$ cat src/design/slope_qrs_detector_top_defines.svh
// Assertion macros shared by the slope QRS detector RTL.
// Depends on nothing; expects signals named clk and rst in the including module.
`ifndef SLOPE_QRS_DETECTOR_TOP_DEFINES_SVH
`define SLOPE_QRS_DETECTOR_TOP_DEFINES_SVH

`ifndef SYNTH

// Same-cycle implication, disabled while in reset.
`define SQRS_ASSERT_IMP(lbl, ante, cons, msg) \
  lbl: assert property (@(posedge clk) disable iff (rst) (ante) |-> (cons)) else $error(msg);

// Next-cycle implication, disabled while in reset.
`define SQRS_ASSERT_NXT(lbl, ante, cons, msg) \
  lbl: assert property (@(posedge clk) disable iff (rst) (ante) |=> (cons)) else $error(msg);

`else

`define SQRS_ASSERT_IMP(lbl, ante, cons, msg)

`define SQRS_ASSERT_NXT(lbl, ante, cons, msg)

`endif

`endif

$ cat src/design/sqrs_pkg.sv
// Types and constants of the slope QRS detector.
// No dependencies; used by the slope filter and the top level.
package sqrs_pkg;

  // Fixed field widths.
  localparam int THR_W       = 15;
  localparam int PERIOD_W    = 12;
  localparam int WIN_W       = 7;
  localparam int WINL_W      = 8;
  localparam int COUNT_W     = 3;
  localparam int CODE_W      = 2;
  localparam int CFG_INDEX_W = 3;
  localparam int CFG_DATA_W  = 15;

  // Number of past samples held by the slope filter.
  localparam int DELAY_DEPTH = 9;

  typedef logic [CODE_W-1:0]      code_t;
  typedef logic [CFG_INDEX_W-1:0] cfg_index_t;
  typedef logic [THR_W-1:0]       thr_t;
  typedef logic [COUNT_W-1:0]     count_t;
  typedef logic signed [WINL_W-1:0] win_t;

  // Result codes.
  localparam code_t CODE_NONE  = 2'd0;
  localparam code_t CODE_BEAT  = 2'd1;
  localparam code_t CODE_NOISE = 2'd2;

  // Configuration register indexes.
  localparam cfg_index_t REG_SLOPE_MIN     = 3'd0;
  localparam cfg_index_t REG_SLOPE_MAX     = 3'd1;
  localparam cfg_index_t REG_SLOPE_INITIAL = 3'd2;
  localparam cfg_index_t REG_ADAPT_PERIOD  = 3'd3;
  localparam cfg_index_t REG_SHORT_WINDOW  = 3'd4;
  localparam cfg_index_t REG_LONG_WINDOW   = 3'd5;

  // Register values after reset.
  localparam thr_t                RST_SLOPE_MIN     = 15'd500;
  localparam thr_t                RST_SLOPE_MAX     = 15'd5000;
  localparam thr_t                RST_SLOPE_INITIAL = 15'd5000;
  localparam logic [PERIOD_W-1:0] RST_ADAPT_PERIOD  = 12'd500;
  localparam logic [WIN_W-1:0]    RST_SHORT_WINDOW  = 7'd40;
  localparam logic [WIN_W-1:0]    RST_LONG_WINDOW   = 7'd50;

  // Sign change counter values.
  localparam count_t COUNT_IDLE     = 3'd0;
  localparam count_t COUNT_FIRST    = 3'd1;
  localparam count_t COUNT_BEAT_MIN = 3'd2;
  localparam count_t COUNT_BEAT_MAX = 3'd4;
  localparam count_t COUNT_SAT      = 3'd5;

  // Lowest value the window counter is held at.
  localparam win_t WIN_FLOOR = -8'sd2;

endpackage

$ cat src/design/slope_qrs_detector_top.sv
// Slope QRS detector: takes one signed ECG sample per transfer and returns one code per
// sample (0 nothing, 1 beat, 2 noise). It accepts a sample every clock cycle unless the
// output stalls. The transfer of a sample loads its slope into the filter register; the
// decision logic that updates the threshold, window and sign-change state then fills the
// output register when that register is free or being read. A stalled output holds the
// pipeline two samples deep. Configuration registers are written through cfg_write/cfg_index/
// cfg_data; the user must write them only while idle, as the block does not enforce this.
`include "slope_qrs_detector_top_defines.svh"

module slope_qrs_detector_top #(
  parameter int SAMPLE_WIDTH = 16
) (
  input  logic                                clk,
  input  logic                                rst,
  input  logic                                cfg_write,
  input  logic [sqrs_pkg::CFG_INDEX_W-1:0]    cfg_index,
  input  logic [sqrs_pkg::CFG_DATA_W-1:0]     cfg_data,
  input  logic                                in_valid,
  output logic                                in_ready,
  input  logic signed [SAMPLE_WIDTH-1:0]      sample,
  output logic                                out_valid,
  input  logic                                out_ready,
  output logic [sqrs_pkg::CODE_W-1:0]         detect_code
);

  // Compare width for magnitudes and thresholds, and width for the retune arithmetic.
  localparam int CW = (SAMPLE_WIDTH + 1 > 16) ? SAMPLE_WIDTH + 1 : 16;
  localparam int RW = ((SAMPLE_WIDTH - 1 > sqrs_pkg::THR_W) ?
                       SAMPLE_WIDTH - 1 : sqrs_pkg::THR_W) + 2;

  // Configuration registers.
  sqrs_pkg::thr_t                        slope_min;
  sqrs_pkg::thr_t                        slope_max;
  sqrs_pkg::thr_t                        slope_initial;
  logic [sqrs_pkg::PERIOD_W-1:0]         adapt_period;
  logic [sqrs_pkg::WIN_W-1:0]            short_window;
  logic [sqrs_pkg::WIN_W-1:0]            long_window;

  // Detector state.
  sqrs_pkg::thr_t                        slope_threshold;
  sqrs_pkg::count_t                      slope_count;
  logic [SAMPLE_WIDTH:0]                 peak_slope;
  sqrs_pkg::win_t                        window_left;
  logic                                  slope_sign;
  logic [sqrs_pkg::PERIOD_W-1:0]         period_count;

  // Pipeline control.
  logic                                  s1_valid;
  logic                                  s1_fire;
  logic                                  in_fire;
  logic signed [SAMPLE_WIDTH-1:0]        slope;

  // Decision logic signals.
  logic signed [SAMPLE_WIDTH:0]          f_ext;
  logic [SAMPLE_WIDTH:0]                 mag;
  logic [CW-1:0]                         mag_cw;
  sqrs_pkg::thr_t                        shrink;
  logic [sqrs_pkg::THR_W:0]              grow;
  sqrs_pkg::thr_t                        thr_a;
  logic [CW-1:0]                         thr_cw;
  logic                                  start;
  sqrs_pkg::count_t                      count1;
  logic                                  sign1;
  sqrs_pkg::win_t                        win1;
  logic signed [SAMPLE_WIDTH:0]          fs;
  logic signed [CW:0]                    fs_w;
  logic signed [CW:0]                    thr_w;
  sqrs_pkg::count_t                      count_next;
  logic                                  slope_sign_next;
  sqrs_pkg::win_t                        win2;
  sqrs_pkg::win_t                        window_left_next;
  logic [SAMPLE_WIDTH:0]                 peak_slope_next;
  logic                                  expire;
  logic                                  beat;
  logic signed [RW-1:0]                  diff;
  logic signed [RW-1:0]                  thr_r;
  sqrs_pkg::thr_t                        thr_tuned;
  sqrs_pkg::thr_t                        slope_threshold_next;
  sqrs_pkg::code_t                       code_next;
  logic [sqrs_pkg::PERIOD_W-1:0]         period_base;
  logic [sqrs_pkg::PERIOD_W-1:0]         period_inc;
  logic [sqrs_pkg::PERIOD_W-1:0]         period_count_next;

  // Handshake: the filter register drains into the output register.
  assign s1_fire  = s1_valid && (!out_valid || out_ready);
  assign in_ready = !s1_valid || s1_fire;
  assign in_fire  = in_valid && in_ready;

  sqrs_slope_filter #(
    .SAMPLE_WIDTH(SAMPLE_WIDTH)
  ) u_filter (
    .clk   (clk),
    .rst   (rst),
    .load  (in_fire),
    .sample(sample),
    .slope (slope)
  );

  // Configuration writes.
  always_ff @(posedge clk) begin
    if (rst) begin
      slope_min     <= sqrs_pkg::RST_SLOPE_MIN;
      slope_max     <= sqrs_pkg::RST_SLOPE_MAX;
      slope_initial <= sqrs_pkg::RST_SLOPE_INITIAL;
      adapt_period  <= sqrs_pkg::RST_ADAPT_PERIOD;
      short_window  <= sqrs_pkg::RST_SHORT_WINDOW;
      long_window   <= sqrs_pkg::RST_LONG_WINDOW;
    end else if (cfg_write) begin
      case (cfg_index)
        sqrs_pkg::REG_SLOPE_MIN:     slope_min     <= cfg_data;
        sqrs_pkg::REG_SLOPE_MAX:     slope_max     <= cfg_data;
        sqrs_pkg::REG_SLOPE_INITIAL: slope_initial <= cfg_data;
        sqrs_pkg::REG_ADAPT_PERIOD:  adapt_period  <= cfg_data[sqrs_pkg::PERIOD_W-1:0];
        sqrs_pkg::REG_SHORT_WINDOW:  short_window  <= cfg_data[sqrs_pkg::WIN_W-1:0];
        sqrs_pkg::REG_LONG_WINDOW:   long_window   <= cfg_data[sqrs_pkg::WIN_W-1:0];
        default: begin
        end
      endcase
    end
  end

  // Slope magnitude; the most negative value keeps its full magnitude.
  always_comb begin
    f_ext  = (SAMPLE_WIDTH + 1)'(slope);
    mag    = f_ext[SAMPLE_WIDTH] ? $unsigned(-f_ext) : $unsigned(f_ext);
    mag_cw = CW'(mag);
  end

  // Periodic threshold adaptation by one sixteenth, clamped to the limits.
  always_comb begin
    shrink = slope_threshold - (slope_threshold >> 4);
    grow   = {1'b0, slope_threshold} + {1'b0, (slope_threshold >> 4)};
    thr_a  = slope_threshold;
    if (period_count == '0) begin
      if (slope_count == sqrs_pkg::COUNT_IDLE) begin
        thr_a = (shrink < slope_min) ? slope_min : shrink;
      end else if (slope_count >= sqrs_pkg::COUNT_SAT) begin
        thr_a = (grow > {1'b0, slope_max}) ? slope_max : grow[sqrs_pkg::THR_W-1:0];
      end
    end
    thr_cw = CW'(thr_a);
    thr_w  = $signed({1'b0, thr_cw});
  end

  // Slope tracking: window start, sign changes and peak capture.
  always_comb begin
    start  = (slope_count == sqrs_pkg::COUNT_IDLE) && (mag_cw > thr_cw);
    count1 = start ? sqrs_pkg::COUNT_FIRST : slope_count;
    sign1  = start ? !(slope > 0) : slope_sign;
    win1   = start ? $signed({1'b0, short_window}) : window_left;

    fs   = sign1 ? -f_ext : f_ext;
    fs_w = (CW + 1)'(fs);

    count_next      = count1;
    slope_sign_next = sign1;
    win2            = win1;
    peak_slope_next = peak_slope;
    if (count1 != sqrs_pkg::COUNT_IDLE) begin
      if (fs_w < -thr_w) begin
        slope_sign_next = !sign1;
        if (count1 < sqrs_pkg::COUNT_SAT) begin
          count_next = count1 + 3'd1;
        end
        win2 = (count_next > sqrs_pkg::COUNT_BEAT_MAX) ? $signed({1'b0, long_window})
                                                       : $signed({1'b0, short_window});
      end else if ((fs_w > thr_w) && (mag > peak_slope)) begin
        peak_slope_next = mag;
      end
    end
  end

  // Window expiry, beat retune and result code.
  always_comb begin
    expire = (count1 != sqrs_pkg::COUNT_IDLE) && (win2 < 0);
    beat   = expire && (count_next >= sqrs_pkg::COUNT_BEAT_MIN)
                    && (count_next <= sqrs_pkg::COUNT_BEAT_MAX);

    // Move an eighth of the way toward a quarter of the peak, rounding down.
    diff  = $signed(RW'(peak_slope_next >> 2)) - $signed(RW'(thr_a));
    thr_r = $signed(RW'(thr_a)) + (diff >>> 3);
    if (thr_r < $signed(RW'(slope_min))) begin
      thr_tuned = slope_min;
    end else if (thr_r > $signed(RW'(slope_max))) begin
      thr_tuned = slope_max;
    end else begin
      thr_tuned = thr_r[sqrs_pkg::THR_W-1:0];
    end
    slope_threshold_next = beat ? thr_tuned : thr_a;

    code_next = sqrs_pkg::CODE_NONE;
    if (beat) begin
      code_next = sqrs_pkg::CODE_BEAT;
    end else if (expire && (count_next >= sqrs_pkg::COUNT_SAT)) begin
      code_next = sqrs_pkg::CODE_NOISE;
    end

    // The window counts down only while a slope is active.
    window_left_next = window_left;
    if (count1 != sqrs_pkg::COUNT_IDLE) begin
      window_left_next = win2 - 8'sd1;
      if (window_left_next < sqrs_pkg::WIN_FLOOR) begin
        window_left_next = sqrs_pkg::WIN_FLOOR;
      end
    end

    // Period counter runs modulo adapt_period; a beat restarts it.
    period_base       = beat ? '0 : period_count;
    period_inc        = period_base + 12'd1;
    period_count_next = (period_inc >= adapt_period) ? '0 : period_inc;
  end

  // Detector state update.
  always_ff @(posedge clk) begin
    if (rst) begin
      slope_threshold <= sqrs_pkg::RST_SLOPE_INITIAL;
      slope_count     <= sqrs_pkg::COUNT_IDLE;
      peak_slope      <= '0;
      window_left     <= '0;
      slope_sign      <= 1'b0;
      period_count    <= '0;
    end else if (s1_fire) begin
      slope_threshold <= slope_threshold_next;
      slope_count     <= expire ? sqrs_pkg::COUNT_IDLE : count_next;
      peak_slope      <= peak_slope_next;
      window_left     <= window_left_next;
      slope_sign      <= slope_sign_next;
      period_count    <= period_count_next;
    end
  end

  // Filter stage valid flag.
  always_ff @(posedge clk) begin
    if (rst) begin
      s1_valid <= 1'b0;
    end else if (in_fire) begin
      s1_valid <= 1'b1;
    end else if (s1_fire) begin
      s1_valid <= 1'b0;
    end
  end

  // Output register.
  always_ff @(posedge clk) begin
    if (rst) begin
      out_valid <= 1'b0;
    end else if (s1_fire) begin
      out_valid <= 1'b1;
    end else if (out_ready) begin
      out_valid <= 1'b0;
    end
  end

  always_ff @(posedge clk) begin
    if (s1_fire) begin
      detect_code <= code_next;
    end
  end

  // Assertions.
  `SQRS_ASSERT_IMP(a_count_range, 1'b1, slope_count <= sqrs_pkg::COUNT_SAT, "slope count out of range")
  `SQRS_ASSERT_IMP(a_window_floor, 1'b1, window_left >= sqrs_pkg::WIN_FLOOR, "window below floor")
  `SQRS_ASSERT_NXT(a_code_clears, s1_fire && (code_next != sqrs_pkg::CODE_NONE), slope_count == sqrs_pkg::COUNT_IDLE, "count not cleared after result")
  `SQRS_ASSERT_IMP(a_code_legal, out_valid, detect_code <= sqrs_pkg::CODE_NOISE, "illegal result code")

endmodule

$ cat src/design/sqrs_slope_filter.sv
// Ten-tap slope filter (1,4,6,4,1,-1,-4,-6,-4,-1) with its delay line.
// Depends on sqrs_pkg for the delay depth.
module sqrs_slope_filter #(
  parameter int SAMPLE_WIDTH = 16
) (
  input  logic                           clk,
  input  logic                           rst,
  input  logic                           load,
  input  logic signed [SAMPLE_WIDTH-1:0] sample,
  output logic signed [SAMPLE_WIDTH-1:0] slope
);

  logic [SAMPLE_WIDTH-1:0] dline [sqrs_pkg::DELAY_DEPTH];
  logic [SAMPLE_WIDTH-1:0] acc;

  // The sum wraps to the sample width, so every term is kept modulo 2^SAMPLE_WIDTH.
  always_comb begin
    acc = sample
        + (dline[0] << 2)
        + (dline[1] << 2) + (dline[1] << 1)
        + (dline[2] << 2)
        + dline[3]
        - dline[4]
        - (dline[5] << 2)
        - ((dline[6] << 2) + (dline[6] << 1))
        - (dline[7] << 2)
        - dline[8];
  end

  // Shift the new sample into the delay line on each transfer.
  always_ff @(posedge clk) begin
    if (rst) begin
      for (int i = 0; i < sqrs_pkg::DELAY_DEPTH; i++) begin
        dline[i] <= '0;
      end
    end else if (load) begin
      dline[0] <= sample;
      for (int i = 1; i < sqrs_pkg::DELAY_DEPTH; i++) begin
        dline[i] <= dline[i-1];
      end
    end
  end

  // Filter output register.
  always_ff @(posedge clk) begin
    if (load) begin
      slope <= $signed(acc);
    end
  end

endmodule

$ cat config.mk
export PLATFORM = sky130hd
export DESIGN_NAME = slope_qrs_detector_top
export DESIGN_NICKNAME = d
export VERILOG_FILES = /design/src/design/sqrs_pkg.sv /design/src/design/slope_qrs_detector_top.sv /design/src/design/sqrs_slope_filter.sv
export VERILOG_INCLUDE_DIRS = /design/src /design/src/design
export SDC_FILE = /design/constraint.sdc
export NUM_CORES = 1
export LEC_CHECK = 0
export BUFFER_PORTS_ARGS = -buffer_cell sky130_fd_sc_hd__clkbuf_2
export CAP_MARGIN = 20
export CORE_MARGIN = 5
export CORE_UTILIZATION = 35
export CTS_CLUSTER_DIAMETER = 40
export DETAILED_ROUTE_END_ITERATION = 10
export HOLD_SLACK_MARGIN = 0.15
export PLACE_DENSITY = 0.62
export SLEW_MARGIN = 20
export SYNTH_ARGS = -nofsm -noshare
export SYNTH_HDL_FRONTEND = slang
export SYNTH_SLANG_ARGS = --single-unit
export TNS_END_PERCENT = 30
$ cat constraint.sdc
create_clock -name clk -period 15.7 [get_ports clk]
set_clock_uncertainty 0.1 [all_clocks]
set_input_delay 0 -clock clk [delete_from_list [all_inputs] [get_ports clk]]
set_output_delay 0 -clock clk [all_outputs]
set_load 0.005 [all_outputs]
Word level (Yosys, flattened, before mapping)
Memories as Yosys holds them, arrays and structs flattened.
Index checks and enable logic that the tools add are counted.

word-level totals
  flip-flop bits (word level) = 132
  RAM bits = 144
  input bits = 39
  logic and storage cells = 145
  memories kept = 1

memories
  memory          words  bits a word  read ports  clocked after Yosys merged registers in  wr ports  line                     text
  u_filter.dline  9      16           9           0                                        9         sqrs_slope_filter.sv:13  logic [SAMPLE_WIDTH-1:0] dline [sqrs_pkg::DELAY_DEPTH];

operators by class
  add/subtract/negate cells = 20
  magnitude comparators = 18
  eq/ne operators = 4
  multiplexer cells = 49
  bitwise logic cells = 10
  reductions and logical operators = 27

operators with widths
  kind                                                 number
  2-to-1 mux 16 bit                                    9
  2-to-1 mux 15 bit                                    8
  adder 16 bit                                         6
  2-to-1 mux 17 bit                                    5
  subtractor 16 bit                                    5
  > comparator 17 x 16 -> 1 bit                        2
  2-to-1 mux 8 bit                                     4
  2-to-1 mux 12 bit                                    2
  2-to-1 mux 3 bit                                     7
  less-than comparator 17 x 18 -> 1 bit                1
  negator 15 -> 18 bit                                 1
  adder 16 x 13 -> 17 bit                              1
  > comparator 17 x 15 -> 1 bit                        1
  > comparator 17 bit                                  1
  less-than comparator 17 x 16 -> 1 bit                1
  negator 16 -> 17 bit                                 1
  adder 15 x 11 -> 16 bit                              1
  > comparator 16 x 1 -> 1 bit, second input constant  1
  > comparator 16 x 15 -> 1 bit                        1
  subtractor 15 x 15 -> 16 bit                         1
  less-than comparator 15 bit                          1
  subtractor 15 x 11 -> 15 bit                         1
  adder 12 x 1 -> 12 bit, second input constant        1
  greater-or-equal comparator 12 bit                   1
  other kinds (26)                                     65

Depth between registers and ports, before layout
  depth after elaboration = 25
  gate-level depth with buffers = 85
  mapped depth without buffers = 79

Hierarchy
From an unflattened synthesis, not the netlist that was laid out.

second synthesis, totals
  cells, all modules = 2477
  area, all modules = 22915.7 um2

modules (own cells, without submodules)
  module                  instances  cells an instance  area an instance (um2)
  slope_qrs_detector_top  1          1729               12927.4
  sqrs_slope_filter       1          748                9988.3

Worst setup path before layout
No wires, ideal clock.

  path type = flip-flop to flip-flop
  start point = register slope_threshold[4]
  end point = register slope_threshold[10]
  arrival time = 15.290 ns
  required time = 15.465 ns
  setup slack = 0.175 ns
  stages on the path, launching flop included = 83
  path buffers = 6
  path through = dfxtp_1 > ha_1 > inv_1 > fa_1 > a21o_1 > a21oi_1 > o21bai_1 > a21oi_1 > o21ai_0 > a21oi_1 > o21ai_0 > a21oi_1 > o21ai_0 > nor3_1 > xnor2_1 > ha_1 > nand4_1 > nor2_1 > [... 47 more ...] > and3_1 > and3_1 > o21bai_1 > xnor2_1 > ha_1 > a21o_1 > a21oi_1 > nor2b_1 > o31a_1 > o21ai_0 > a21oi_1 > nand2b_1 > o21ba_1 > o2bb2ai_2 > buf_6 > mux2_1 > a21oi_1 > a211oi_1

RTL lines
  item                            line                           text
  start, declared                 slope_qrs_detector_top.sv:40   sqrs_pkg::thr_t slope_threshold;
  start signal, assigned          slope_qrs_detector_top.sv:216  slope_threshold <= sqrs_pkg::RST_SLOPE_INITIAL;
  start signal, assigned          slope_qrs_detector_top.sv:223  slope_threshold <= slope_threshold_next;
  adder 15 x 11 -> 16 bit         slope_qrs_detector_top.sv:132  grow = {1'b0, slope_threshold} + {1'b0, (slope_threshold >> 4)};
  > comparator 16 x 15 -> 1 bit   slope_qrs_detector_top.sv:138  thr_a = (grow > {1'b0, slope_max}) ? slope_max : grow[sqrs_pkg::THR_W-1:0];
  2-to-1 mux 15 bit               slope_qrs_detector_top.sv:138
  2-to-1 mux 15 bit               slope_qrs_detector_top.sv:137  end else if (slope_count >= sqrs_pkg::COUNT_SAT) begin
  2-to-1 mux 15 bit               slope_qrs_detector_top.sv:135  if (slope_count == sqrs_pkg::COUNT_IDLE) begin
  2-to-1 mux 15 bit *             slope_qrs_detector_top.sv:134  if (period_count == '0) begin
  > comparator 17 x 15 -> 1 bit   slope_qrs_detector_top.sv:147  start = (slope_count == sqrs_pkg::COUNT_IDLE) && (mag_cw > thr_cw);
  logical AND 1 bit               slope_qrs_detector_top.sv:147
  [... 6 more ...]                --
  2-to-1 mux 17 bit *             slope_qrs_detector_top.sv:159  if (count1 != sqrs_pkg::COUNT_IDLE) begin
  via peak_slope_next[3]          slope_qrs_detector_top.sv:72   logic [SAMPLE_WIDTH:0] peak_slope_next;
  subtractor 15 x 15 -> 16 bit *  slope_qrs_detector_top.sv:180  diff = $signed(RW'(peak_slope_next >> 2)) - $signed(RW'(thr_a));
  adder 16 x 13 -> 17 bit *       slope_qrs_detector_top.sv:181  thr_r = $signed(RW'(thr_a)) + (diff >>> 3);
  > comparator 17 x 16 -> 1 bit   slope_qrs_detector_top.sv:184  end else if (thr_r > $signed(RW'(slope_max))) begin
  2-to-1 mux 15 bit               slope_qrs_detector_top.sv:184
  2-to-1 mux 15 bit *             slope_qrs_detector_top.sv:182  if (thr_r < $signed(RW'(slope_min))) begin
  2-to-1 mux 15 bit *             slope_qrs_detector_top.sv:189  slope_threshold_next = beat ? thr_tuned : thr_a;

The timed path passes the listed nets; every way through them passes the cells marked *. The select of a mux whose other input is x is not followed.
A chain may end at the register's enable or synchronous reset.

Final worst setup path
  start point = register slope_threshold[0]
  end point = register slope_threshold[8]

Same word-level chain as after synthesis.

==> results.toml <==
[layout]
fin_nets = 3019
final_cell_area_um2 = 27110
nFillCells = 6060
drive_above_1_share_pct = 13.89
area_growth_pct = 21.05
antenna_cells = 0

[sta]
maxSlewHeadroom_pct = 23.25
finalCriticalPeriod_ns = 15.13
finalHoldViolCount = 0
drv_slew = 0
setup-tns-final_ns = 0
fmaxAchievable_ghz = 0.06611
tightest_slew_ns = 1.139
post-route-period-util_pct = 96.35
setup_viol = 0
hold_ws_ns = 0.1868

[die]
io_pins = 43
die_area_um2 = 69160
die_x_um = 263.0
die_h_um = 263.0
start_util_pct = 35.44
rows = 92
coreArea_um2 = 63200

[global_route]
grt_max_degree = 90
gr-total-overflow = 0
grt_pass1_wl_mm = 100.9
grt.total_usage_pct = 17.80
antenna_found_initial = 0
grt_pass1_vias = 18236

[job]
maxCapViolations = 0

[yosys]
async_reset_ff_share_pct = 0
yosysSeqAreaShare_pct = 31.91
synth_edf_count = 162
syn_area_um2 = 22400
synthDistinctLibCells = 85
synthCells = 2418
syn_nets = 2809
syn_avg_cell_area_um2 = 9.263
yosysWarnings = 0
ys.flop_type = "edfxtp_1"
synth_seq_cells = 276

[min_path]
holdCritPathClass = "in2reg"

[worst_setup_path]
required_ns = 16.06
crit_slowest_cell = "a21oi_1"
critical-path-top-delay-family = "compound AO/OA/AOI/OAI gates"
worst-setup-path-type = "reg2reg"
worstPathArrival_ns = 15.48
setup.worst_path.start_class = "flop"
critPathCaptureType = "flop"
cp_max_fo = 12
max_stage_delay_ns = 0.58
worst-path-buf-inv = 6

[route]
vias = 18287
wl_mm = 63.51
dr.pass1.iters = 5
drc = 0
vias_per_cell = 5.200
ant_nets = 0
first_iter_violations = 1493
routedWlPerCell_um = 18.06

[clock_network]
cts_tree = "done"
clk_pin_slew_ns = 0.05
cts_buffer_depth = 3
worstSkewPairLatency_ns = 0.58
htree_levels = 2
cts_sinks = 276
numCtsBuffers = 53
cts-root-buf = "clkbuf_16"

[place]
dpl_cell_area_um2 = 24310
port-buffer-count = 42
place_congestion = 0.9820
hpwl_mm = 48.76

[status]
status = "completed"
cell usage in the layout, fill, tap and decap left out, types with 32 or more instances in the layout:
cell	synthesis	layout
a21o_1	42	42
a21oi_1	162	148
and2_1	101	101
buf_4	1	137
clkbuf_16	0	55
clkbuf_2	0	41
dfxtp_1	114	109
dlygate4sd3_1	0	53
edfxtp_1	162	162
fa_1	134	134
ha_1	218	217
inv_1	282	280
nand2_1	236	235
nand3_1	32	32
nor2_1	154	147
nor3_1	88	85
o21ai_0	89	78
xnor2_1	104	102
worst register-to-register path: cells and delay by family, from the launching register on:
family	cells	cell delay, ns
adders and majority gates	8	2.40
DFF	1	0.35
AOI/OAI and AO/OA	35	6.87
xor gates and xnor gates	4	0.88
buffers and inverters	6	0.82
and+or+nand+nor	19	3.22
muxes	1	0.35
repair_timing:
action | 4_1_cts | 5_1_grt
hold endpoints to repair | 151 | 0
setup endpoints to repair | 15 | 15
cloned | 3 | 2
pin swaps | 2 | 33
hold buffers | 53 | 0
setup buffers | 1 | 13
resized for setup | 15 | 61
synth_stat cells, types with 9 or more instances:
cell type / count / area [µm²]
o21bai_1: 20 / 150.1
o21ai_0: 89 / 445.4
xnor2_1: 104 / 910.9
dfxtp_1: 114 / 2282
nor2b_1: 21 / 131.4
a21o_1: 42 / 315.3
inv_1: 282 / 1059
and3_1: 17 / 106.4
nor3_1: 88 / 440.4
o211ai_1: 9 / 67.56
nor4_1: 10 / 62.56
a22oi_1: 20 / 150.1
nand3_1: 32 / 160.2
o21a_1: 19 / 142.6
a211o_1: 22 / 192.7
and2_1: 101 / 631.9
a211oi_1: 18 / 135.1
mux2i_1: 14 / 140.1
a21oi_1: 162 / 810.8
fa_1: 134 / 2683
nand2b_1: 26 / 162.7
ha_1: 218 / 2728
nand2_1: 236 / 885.9
edfxtp_1: 162 / 4865
nand3b_1: 12 / 90.09
nand4_1: 25 / 156.4
nor2_1: 154 / 578.1
clkbuf_1: 73 / 274.0
or3_1: 15 / 93.84
o22ai_1: 13 / 81.33
xor2_1: 27 / 236.5
area by class of cell:
class                   instances  area (µm²)  share of cell area (%)
clock inverters                32       374.1                   1.380
clock buffers                  66        1488                   5.487
repair buffers                237        1819                   6.710
multi-input cells            1778       14160                   52.22
flip-flops and latches        276        7156                   26.39
well taps                     846        1059                   3.904
inverters                     282        1059                   3.904
cell families after synthesis:
logic type	Yosys count	share of synthesized area [%]
simple gates	765	16.69
compound gates	504	14.80
buf+inv	367	6.262
fa+ha+maj	354	24.24
flops	276	31.91
xor+xnor	131	5.122
mux	21	0.9775
worst paths after layout:
kind | startpoint | to | slack (ns) | cells after the start
setup / recovery | slope_threshold[0]$_SDFFE_PP0P_ | slope_threshold[8]$_SDFFE_PP1P_ | 0.57 | 73
hold / removal | sample[0] | u_filter.dline[0][0]$_SDFFCE_PN0P_ | 0.19 | 3
setup reg to reg | slope_threshold[0]$_SDFFE_PP0P_ | slope_threshold[8]$_SDFFE_PP1P_ | 0.57 | 73
hold reg to reg | peak_slope[13]$_SDFFE_PP0P_ | peak_slope[13]$_SDFFE_PP0P_ | 0.35 | 2
per-layer routing:
metal | track usage, % | vias up | wire [µm]
li1 | - | 8820 | -
met1 | 24.15 | 8782 | 28400
met2 | 28.94 | 552 | 29020
met3 | 3.315 | 133 | 3927
met4 | 5.750 | 0 | 2157
met5 | 0 | - | 0
state kept, by name, indices dropped and copies added, names as in the netlist:
signal,cells
u_filter.dline,144
slope_sign,1
out_valid,1
slope_min,15
detect_code,2
slope_threshold,15
window_left,8
slope_max,15
short_window,7
period_count,12
slope_count,3
s1_valid,1
peak_slope,17
u_filter.slope,16
adapt_period,12
long_window,7
metrics by stage:
stage | setup slack (ns) | utilization [%] | std cells
2_1_floorplan | 0.1752 | - | 2418
3_3_place_gp | -0.4710 | 38.46 | 3347
3_5_place_dp | -0.7477 | 38.46 | 3347
4_1_cts | 0.01747 | 42.39 | 3502
5_1_grt | -0.1450 | 42.90 | 3517
6_report | 0.5735 | 42.90 | 3517
Power is not shown: default switching activity piles up to over one toggle a cycle in this logic, so the estimate is an artifact.
